### config.mk
export PLATFORM = sky130hd
export DESIGN_NAME = flash_erase_region_planner
export DESIGN_NICKNAME = d
export VERILOG_FILES = /design/src/sv/ferp_pkg.sv /design/src/sv/ferp_step.sv /design/src/sv/flash_erase_region_planner.sv
export SDC_FILE = /design/constraint.sdc
export NUM_CORES = 1
export LEC_CHECK = 0
export ABC_AREA = 1
export BUFFER_PORTS_ARGS = -buffer_cell sky130_fd_sc_hd__buf_4
export CAP_MARGIN = 20
export CORE_MARGIN = 4
export CORE_UTILIZATION = 30
export DETAILED_ROUTE_END_ITERATION = 8
export GPL_TIMING_DRIVEN = 0
export PLACE_DENSITY = 0.58
export REMOVE_ABC_BUFFERS = 1
export SLEW_MARGIN = 20
export SYNTH_ARGS = -nofsm -noshare
export SYNTH_HDL_FRONTEND = slang
export SYNTH_HIERARCHICAL = 1
export SYNTH_SLANG_ARGS = --single-unit
### constraint.sdc
create_clock -name i_clk -period 7.35 [get_ports i_clk]
set_input_delay 0.735 -clock i_clk [delete_from_list [all_inputs] [get_ports i_clk]]
set_output_delay 0.735 -clock i_clk [all_outputs]
set_load 0.01 [all_outputs]
### src/sv/ferp_pkg.sv
// Shared types, sizes and codes for the flash erase region planner.
package ferp_pkg;

    localparam int SECTOR_BYTES     = 4096;
    localparam int HALF_BLOCK_BYTES = 32768;
    localparam int BLOCK_BYTES      = 65536;
    localparam longint FLASH_BYTES  = 64'd33554432;

    localparam int ADDR_W  = 25;
    localparam int COUNT_W = 26;
    localparam int SUM_W   = COUNT_W + 1;

    localparam int SECTOR_LG = $clog2(SECTOR_BYTES);
    localparam int HALF_LG   = $clog2(HALF_BLOCK_BYTES);
    localparam int BLOCK_LG  = $clog2(BLOCK_BYTES);

    localparam int IN_DATA_W  = ((ADDR_W + COUNT_W + 1 + 7) / 8) * 8;
    localparam int OUT_DATA_W = ((2 + ADDR_W + 7) / 8) * 8;

    typedef enum logic {
        CMD_START  = 1'b0,
        CMD_FINISH = 1'b1
    } t_cmd;

    typedef enum logic [1:0] {
        KIND_NONE   = 2'd0,
        KIND_SECTOR = 2'd1,
        KIND_HALF   = 2'd2,
        KIND_BLOCK  = 2'd3
    } t_kind;

    typedef enum logic [2:0] {
        ST_ISSUED     = 3'd0,
        ST_COMPLETE   = 3'd1,
        ST_INVALID    = 3'd2,
        ST_FAILED     = 3'd3,
        ST_BUSY       = 3'd4,
        ST_UNEXPECTED = 3'd5
    } t_status;

    typedef struct packed {
        logic               busy;
        logic [ADDR_W-1:0]  next_addr;
        logic [COUNT_W-1:0] bytes_left;
    } t_state;

    typedef struct packed {
        t_cmd               cmd;
        logic [ADDR_W-1:0]  start_addr;
        logic [COUNT_W-1:0] byte_count;
        logic               erase_ok;
    } t_item;

    typedef struct packed {
        t_kind             kind;
        logic [ADDR_W-1:0] addr;
        t_status           status;
    } t_result;

endpackage

### src/sv/ferp_step.sv
// Combinational planner step: one item plus current state gives result and next state.
module ferp_step (
    input  ferp_pkg::t_state  i_state,
    input  ferp_pkg::t_item   i_item,
    output ferp_pkg::t_state  o_state,
    output ferp_pkg::t_result o_result
);

    logic                           req_bad;
    logic [ferp_pkg::SUM_W-1:0]     req_end;
    logic [ferp_pkg::ADDR_W-1:0]    pos;
    logic [ferp_pkg::COUNT_W-1:0]   left;
    logic [ferp_pkg::COUNT_W-1:0]   size;
    logic [ferp_pkg::COUNT_W-1:0]   step;
    ferp_pkg::t_kind                kind;
    logic                           do_issue;

    assign req_end = ferp_pkg::SUM_W'(i_item.start_addr) + ferp_pkg::SUM_W'(i_item.byte_count);
    assign req_bad = (i_item.start_addr[ferp_pkg::SECTOR_LG-1:0] != '0)
                  || (i_item.byte_count[ferp_pkg::SECTOR_LG-1:0] != '0)
                  || (64'(req_end) > ferp_pkg::FLASH_BYTES);

    // A fresh request plans from its own start; a completion continues the run.
    assign pos  = (i_item.cmd == ferp_pkg::CMD_START) ? i_item.start_addr : i_state.next_addr;
    assign left = (i_item.cmd == ferp_pkg::CMD_START) ? i_item.byte_count : i_state.bytes_left;

    always_comb begin
        if (pos[ferp_pkg::HALF_LG-1:0] != '0) begin
            kind = ferp_pkg::KIND_SECTOR;
            size = ferp_pkg::COUNT_W'(ferp_pkg::SECTOR_BYTES);
        end else if (pos[ferp_pkg::BLOCK_LG-1:0] != '0
                     && left >= ferp_pkg::COUNT_W'(ferp_pkg::HALF_BLOCK_BYTES)) begin
            kind = ferp_pkg::KIND_HALF;
            size = ferp_pkg::COUNT_W'(ferp_pkg::HALF_BLOCK_BYTES);
        end else if (left >= ferp_pkg::COUNT_W'(ferp_pkg::BLOCK_BYTES)) begin
            kind = ferp_pkg::KIND_BLOCK;
            size = ferp_pkg::COUNT_W'(ferp_pkg::BLOCK_BYTES);
        end else if (left >= ferp_pkg::COUNT_W'(ferp_pkg::HALF_BLOCK_BYTES)) begin
            kind = ferp_pkg::KIND_HALF;
            size = ferp_pkg::COUNT_W'(ferp_pkg::HALF_BLOCK_BYTES);
        end else begin
            kind = ferp_pkg::KIND_SECTOR;
            size = ferp_pkg::COUNT_W'(ferp_pkg::SECTOR_BYTES);
        end
    end

    assign step = (size > left) ? left : size;

    always_comb begin
        o_state         = i_state;
        o_result.kind   = ferp_pkg::KIND_NONE;
        o_result.addr   = '0;
        o_result.status = ferp_pkg::ST_ISSUED;
        do_issue        = 1'b0;

        if (i_item.cmd == ferp_pkg::CMD_START) begin
            if (i_state.busy) begin
                o_result.status = ferp_pkg::ST_BUSY;
            end else if (req_bad) begin
                o_result.status = ferp_pkg::ST_INVALID;
            end else if (i_item.byte_count == '0) begin
                o_result.status = ferp_pkg::ST_COMPLETE;
            end else begin
                do_issue = 1'b1;
            end
        end else begin
            if (!i_state.busy) begin
                o_result.status = ferp_pkg::ST_UNEXPECTED;
            end else if (!i_item.erase_ok) begin
                o_state.busy       = 1'b0;
                o_state.bytes_left = '0;
                o_result.status    = ferp_pkg::ST_FAILED;
            end else if (i_state.bytes_left == '0) begin
                o_state.busy    = 1'b0;
                o_result.status = ferp_pkg::ST_COMPLETE;
            end else begin
                do_issue = 1'b1;
            end
        end

        if (do_issue) begin
            o_state.busy       = 1'b1;
            o_state.next_addr  = pos + step[ferp_pkg::ADDR_W-1:0];
            o_state.bytes_left = left - step;
            o_result.kind      = kind;
            o_result.addr      = pos;
            o_result.status    = ferp_pkg::ST_ISSUED;
        end
    end

endmodule

### src/sv/flash_erase_region_planner.sv
// Flash erase region planner: takes an erase request and then one completion per issued
// erase, and answers each transfer with one result: the next sector, half-block or block
// erase to issue, or a status (complete, invalid request, erase failed, busy, unexpected
// completion). One item is taken per clock while the output is not stalled; each item is
// held in the input register, passes the single planning step and is captured in the result
// register. s_axis_tready follows m_axis_tready combinationally when both registers are full.
module flash_erase_region_planner (
    input  logic                            i_clk,
    input  logic                            i_rst_n,
    input  logic                            s_axis_tvalid,
    output logic                            s_axis_tready,
    // start_addr[24:0], byte_count[50:25], erase_ok[51], zeros above
    input  logic [ferp_pkg::IN_DATA_W-1:0]  s_axis_tdata,
    // command[0]
    input  logic                            s_axis_tuser,
    output logic                            m_axis_tvalid,
    input  logic                            m_axis_tready,
    // erase_kind[1:0], erase_addr[26:2], zeros above
    output logic [ferp_pkg::OUT_DATA_W-1:0] m_axis_tdata,
    // status[2:0]
    output logic [2:0]                      m_axis_tuser
);

    localparam int CNT_LO = ferp_pkg::ADDR_W;
    localparam int OK_BIT = ferp_pkg::ADDR_W + ferp_pkg::COUNT_W;

    logic              r_in_valid;
    ferp_pkg::t_item   r_in_item;
    ferp_pkg::t_state  r_state;
    logic              r_out_valid;
    ferp_pkg::t_result r_out;

    ferp_pkg::t_state  n_state;
    ferp_pkg::t_result n_out;
    ferp_pkg::t_item   in_item;
    logic              advance;
    logic              in_xfer;

    assign in_item.cmd        = ferp_pkg::t_cmd'(s_axis_tuser);
    assign in_item.start_addr = s_axis_tdata[ferp_pkg::ADDR_W-1:0];
    assign in_item.byte_count = s_axis_tdata[CNT_LO +: ferp_pkg::COUNT_W];
    assign in_item.erase_ok   = s_axis_tdata[OK_BIT];

    // Held item moves on when the result register is free or draining.
    assign advance       = r_in_valid && (!r_out_valid || m_axis_tready);
    assign s_axis_tready = !r_in_valid || advance;
    assign in_xfer       = s_axis_tvalid && s_axis_tready;

    ferp_step u_step (
        .i_state  (r_state),
        .i_item   (r_in_item),
        .o_state  (n_state),
        .o_result (n_out)
    );

    always_ff @(posedge i_clk) begin
        if (!i_rst_n) begin
            r_in_valid <= 1'b0;
        end else if (in_xfer) begin
            r_in_valid <= 1'b1;
        end else if (advance) begin
            r_in_valid <= 1'b0;
        end
    end

    always_ff @(posedge i_clk) begin
        if (in_xfer) begin
            r_in_item <= in_item;
        end
    end

    always_ff @(posedge i_clk) begin
        if (!i_rst_n) begin
            r_state <= '0;
        end else if (advance) begin
            r_state <= n_state;
        end
    end

    always_ff @(posedge i_clk) begin
        if (!i_rst_n) begin
            r_out_valid <= 1'b0;
        end else if (advance) begin
            r_out_valid <= 1'b1;
        end else if (m_axis_tready) begin
            r_out_valid <= 1'b0;
        end
    end

    always_ff @(posedge i_clk) begin
        if (advance) begin
            r_out <= n_out;
        end
    end

    assign m_axis_tvalid = r_out_valid;
    assign m_axis_tdata  = ferp_pkg::OUT_DATA_W'({r_out.addr, r_out.kind});
    assign m_axis_tuser  = r_out.status;

endmodule

**Yosys cells after proc, flatten, opt, wreduce, memory -nomap -nowiden**

Index checks and enable logic that the tools add are counted.

- Add/sub/neg operators: 3
- Order comparisons: 4
- Equality and inequality tests: 1
- Multiplexer cells: 34
- Bitwise logic cells: 1
- Reduce and logical (&&, ||, !) cells: 23

Operator list:

| cell | number |
|---|---|
| $mux 26 | 8 |
| $logic_not 26->1 | 2 |
| $mux 52 | 1 |
| $add 25x26->27 | 1 |
| $gt 27x26->1 const B | 1 |
| $ge 26x16->1 const B | 1 |
| $ge 26x17->1 const B | 1 |
| $gt 26x26->1 | 1 |
| $sub 26x26->26 | 1 |
| $add 25x25->25 | 1 |
| $mux 25 | 1 |
| $reduce_bool 12->1 | 2 |
| $mux 16 | 1 |
| $reduce_bool 16->1 | 1 |
| $mux 1 | 15 |
| $mux 3 | 5 |
| $reduce_bool 15->1 | 1 |
| $reduce_bool 2->1 | 4 |
| $mux 2 | 3 |
| $logic_or 1x1->1 | 4 |
| $reduce_and 2->1 | 2 |
| $reduce_and 4->1 | 1 |
| $logic_and 1x1->1 | 3 |
| $logic_not 1->1 | 2 |
| 3 further kinds | 3 |

- Flip-flop bits (word level): 137
- Bits of input ports: 61
- Output and inout bits: 37

**Longest topological paths before layout**

- Depth in word-level cells: 10
- Gate-level depth with buffers: 37
- Gate-level depth less buffers: 36

**By module**

Netlist, hierarchy kept.

Modules (own cells, without submodules):

| module | times used | cells an instance | area each (um2) | seq. area each (um2) |
|---|---|---|---|---|
| ferp_step | 1 | 1254 | 6242.2 | 0.0 |
| flash_erase_region_planner | 1 | 443 | 5038.6 | 3573.4 |

**Least setup slack after synthesis**

OpenSTA, ideal clock, no wires.

- Path type: flip-flop to flip-flop
- Start: reg r_in_item[52] (netlist name)
- End: reg r_state[48] (netlist name)
- Data arrival time: 5.090 ns
- Slack: 2.145 ns
- Cell stages (with the launch flop): 32
- Buffers on the path: 4
- Clock period less this slack: 5.205 ns
- Path through: edfxtp_1 > buf_6 > buf_4 > buf_2 > o21ai_0 > nand4_1 > nor4_2 > nand2_1 > a21oi_2 > ha_1 > nand4_1 > nor2_1 > nand3_1 > nand2_1 > clkbuf_1 > nor2_1 > ha_1 > inv_1 > fa_1 > o21ai_0 > a21oi_1 > o21ai_0 > a21oi_1 > o21ai_0 > a21oi_1 > xor2_1 > nand2_1 > nand2_1 > inv_1 > nand3_1 > nand2_1 > nor2_1

- Cells in the longest elaborated chain, start to end: 9

Ends and longest elaborated chain:

| element | RTL line | RTL |
|---|---|---|
| start, declared | flash_erase_region_planner.sv:28 | `ferp_pkg::t_item r_in_item;` |
| start signal, assigned | flash_erase_region_planner.sv:68 | `r_in_item <= in_item;` |
| $mux 26 | ferp_step.sv:25 | `assign left = (i_item.cmd == ferp_pkg::CMD_START) ? i_item.byte_count : i_state.bytes_left;` |
| $ge 26x16->1 | ferp_step.sv:32, ferp_step.sv:38 |  |
| $mux 16 | ferp_step.sv:38 | `end else if (left >= ferp_pkg::COUNT_W'(ferp_pkg::HALF_BLOCK_BYTES)) begin` |
| $mux 26 | ferp_step.sv:35 | `end else if (left >= ferp_pkg::COUNT_W'(ferp_pkg::BLOCK_BYTES)) begin` |
| $mux 26 | ferp_step.sv:31 | `end else if (pos[ferp_pkg::BLOCK_LG-1:0] != '0` |
| $mux 26 | ferp_step.sv:28 | `if (pos[ferp_pkg::HALF_LG-1:0] != '0) begin` |
| $gt 26x26->1 | ferp_step.sv:47 | `assign step = (size > left) ? left : size;` |
| $mux 26 | ferp_step.sv:47 |  |
| $add 25x25->25 | ferp_step.sv:83 | `o_state.next_addr = pos + step[ferp_pkg::ADDR_W-1:0];` |
| end signal, assigned | flash_erase_region_planner.sv:76 | `r_state <= n_state;` |
| end, declared | flash_erase_region_planner.sv:29 | `ferp_pkg::t_state r_state;` |

Several ways; a longest one is shown, not always the timed one.
A chain may end at the register's enable or synchronous reset.

**Final worst setup path**

- Start: reg r_in_item[52] (netlist name)
- End: reg r_state[50] (netlist name)

The elaborated chain is that of the path after synthesis.

==> run summary <==
first-pass GRT wire length = 55.8 mm
slowest CP cell = edfxtp_1
ys async rst share = 0%
clk_skew = 0.0103 ns
Worst setup EP type = register
Total Negative Setup Slacks = 0 ns
Worst-Skew Late Latency = 0.43 ns
worst IR drop on VDD = 0.000131 V
most common cell after layout, fill and taps aside = nand2_1
WL final = 34.8 mm
warnings from Yosys = 6
DP Area = 12500 sq um
share of cells above drive strength 1 = 11.5%
pwr dens = 182 nW/um^2
Top-Level Pins = 98
Layout Cells excl Fill = 2276
Total GRT Usage = 16.9%
Setup-failing EPs final = 0
WP depth = 30
post-synthesis cell count = 1697
EDFF count, synth = 83
startpoint types = register
Most Used Layer, Global Route = met2
via count = 10900
H-tree lvl count = 4
die area = 40800 sq um
HP Class = input pin to register
final antenna-violating net count = 0
Avg Cell Area, Syn = 6.65 sq um
# diodes = 0
CTS Buf Count = 17
pin count of the biggest net entering global routing = 63
DP HPWL = 26.8 mm
slew margin rel. = 46.2%
Hold Slack = 0.480 ns
fin crit period = 6.79 ns
Critical Path AT = 7.11 ns
post-route cell area = 13100 sq um
P_leak = 0.00619 uW
CP required = 7.67 ns
Max Slew Vio Count = 0
clock root buffer = clkbuf_16
vias in the first global route = 10600
PortBufs = 88
Hold Buf Count CTS = 0
Reg2Reg Setup Slack = 0.56 ns
core area = 36900 sq um
placed insts = 2242
cell mode on critical path = nand2_1
total gr overflow = 0
status = completed
RSZ-0062 raised after global routing = false
P&R area growth vs syn = 16.1%
initial antenna violation count = 0
grt met1 use = 21.5%
worst setup path class = register to register
Post-Syn Area = 11300 sq um
Final nets = 1878
die height = 202 microns
GP Congestion = 0.896
FF-to-FF path depth = 30
Worst-Margin Slew = 0.798 ns
number of DRC violations after detailed-routing iteration 0 = 669
clock buffer depth = 2
synth unique cells = 51
clock-pin transition on the worst setup and hold timing paths = 0.06 ns
DRT Pass-1 Iters = 6
Fmax = 147 MHz
Yosys reg bits = 137
post-route clock period utilization = 92.4%
die width = 202 microns
Avg WL per Cell = 15.3 microns
met3 usage in global routing = 2.21%
Worst path top cell family by delay = simple AND/OR/NAND/NOR gates
CP max FO = 36
most frequent cells in the layout = nand2_1 (505), inv_1 (227), nor2_1 (194), nand3_1 (149), a21oi_1 (97)
residual DRC count = 0
GRT met2 Usage = 29.2%
CP peak stage delay = 0.52 ns
hold path cells = 1
worst path bufs/invs = 5
register area share after synthesis = 31.7%
row cnt = 70
Initial Util = 30.6%
Fin. Hold Viols = 0
max_cap viols = 0
leading register cell type out of synthesis = edfxtp_1
number of vias per cell = 4.78
total clock sinks = 137
CTS tree = yes
-- where the power goes --
group,internal [uW],switching [uW],total [uW]
Clock,567,340,907
Sequential,862,51.3,913
Combinational,214,354,568
Total,1640,745,2390
-- synthesized netlist by cell type (14+ instances only) --
cell,n,share of area [%]
edfxtp_1,83,22
a21oi_1,98,4.3
buf_2,17,0.75
nand3b_1,17,1.1
nor2_1,194,6.5
nand4_1,21,1.2
nand2_1,506,17
inv_1,228,7.6
xor2_1,27,2.1
o21ai_0,50,2.2
a21oi_2,23,1.8
dfxtp_1,54,9.6
nand3_1,149,6.6
clkbuf_1,21,0.70
buf_4,16,1.1
ha_1,56,6.2
buf_6,14,1.4
-- sequential cells by signal, indices dropped and copies added (netlist names) --
signal	cells
m_axis_tuser	3
r_in_item	53
r_in_valid	1
m_axis_tdata	27
r_state	52
m_axis_tvalid	1
-- worst paths after layout --
check | from | end
setup / recovery | r_in_item[52] | r_state[50]
hold / removal | s_axis_tuser | r_in_item[52]
setup reg to reg | r_in_item[52] | r_state[50]
hold reg to reg | r_state[40] | r_state[40]
-- metrics by stage --
step | setup WS (ns) | power, uW | util, %
after floorplan | 0.894 | 1310 | -
after global placement | -2.09 | 1470 | 33.0
after detailed placement | 0.0114 | 1490 | 33.8
after CTS | 0.0277 | 2410 | 35.5
after global routing | 0.0767 | 2520 | 35.5
final | 0.560 | 2390 | 35.5
-- cell families after synthesis --
kind of cell	after synthesis	share of synthesized area, %
xor gates and xnor gates	40	3.11
muxes	1	0.0887
DFF	137	31.7
and+or+nand+nor	943	35.5
other	3	0.0998
AOI/OAI and AO/OA	212	11.2
adders and majority gates	58	6.57
buffers and inverters	303	11.8
-- timing repair --
action | CTS | global route
resized for setup | 1 | 4
gates cloned | 0 | 0
pin swaps | 0 | 0
endpoints found under the setup margin | 1 | 9
buffers inserted | 0 | 2
-- final cells by class --
| class | count | area, sq um |
|---|---|---|
| Clock buffer | 20 | 437 |
| Timing Repair Buffer | 101 | 926 |
| Inverter | 235 | 887 |
| Tap cell | 504 | 631 |
| Clock inverter | 12 | 174 |
| Multi-Input combinational cell | 1267 | 6460 |
| Sequential cell | 137 | 3580 |
| Fill cell | 3949 | 23800 |
-- per-layer routing --
metal | vias to the layer above | wire, microns | part of all wire, %
met2 | 278 | 16800 | 48
met4 | 0 | 1020 | 2.9
met3 | 51 | 1410 | 4.0
li1 | 5571 | - | -
met1 | 4985 | 15600 | 45
met5 | - | 0 | 0
(Power assumes the default switching activity.)
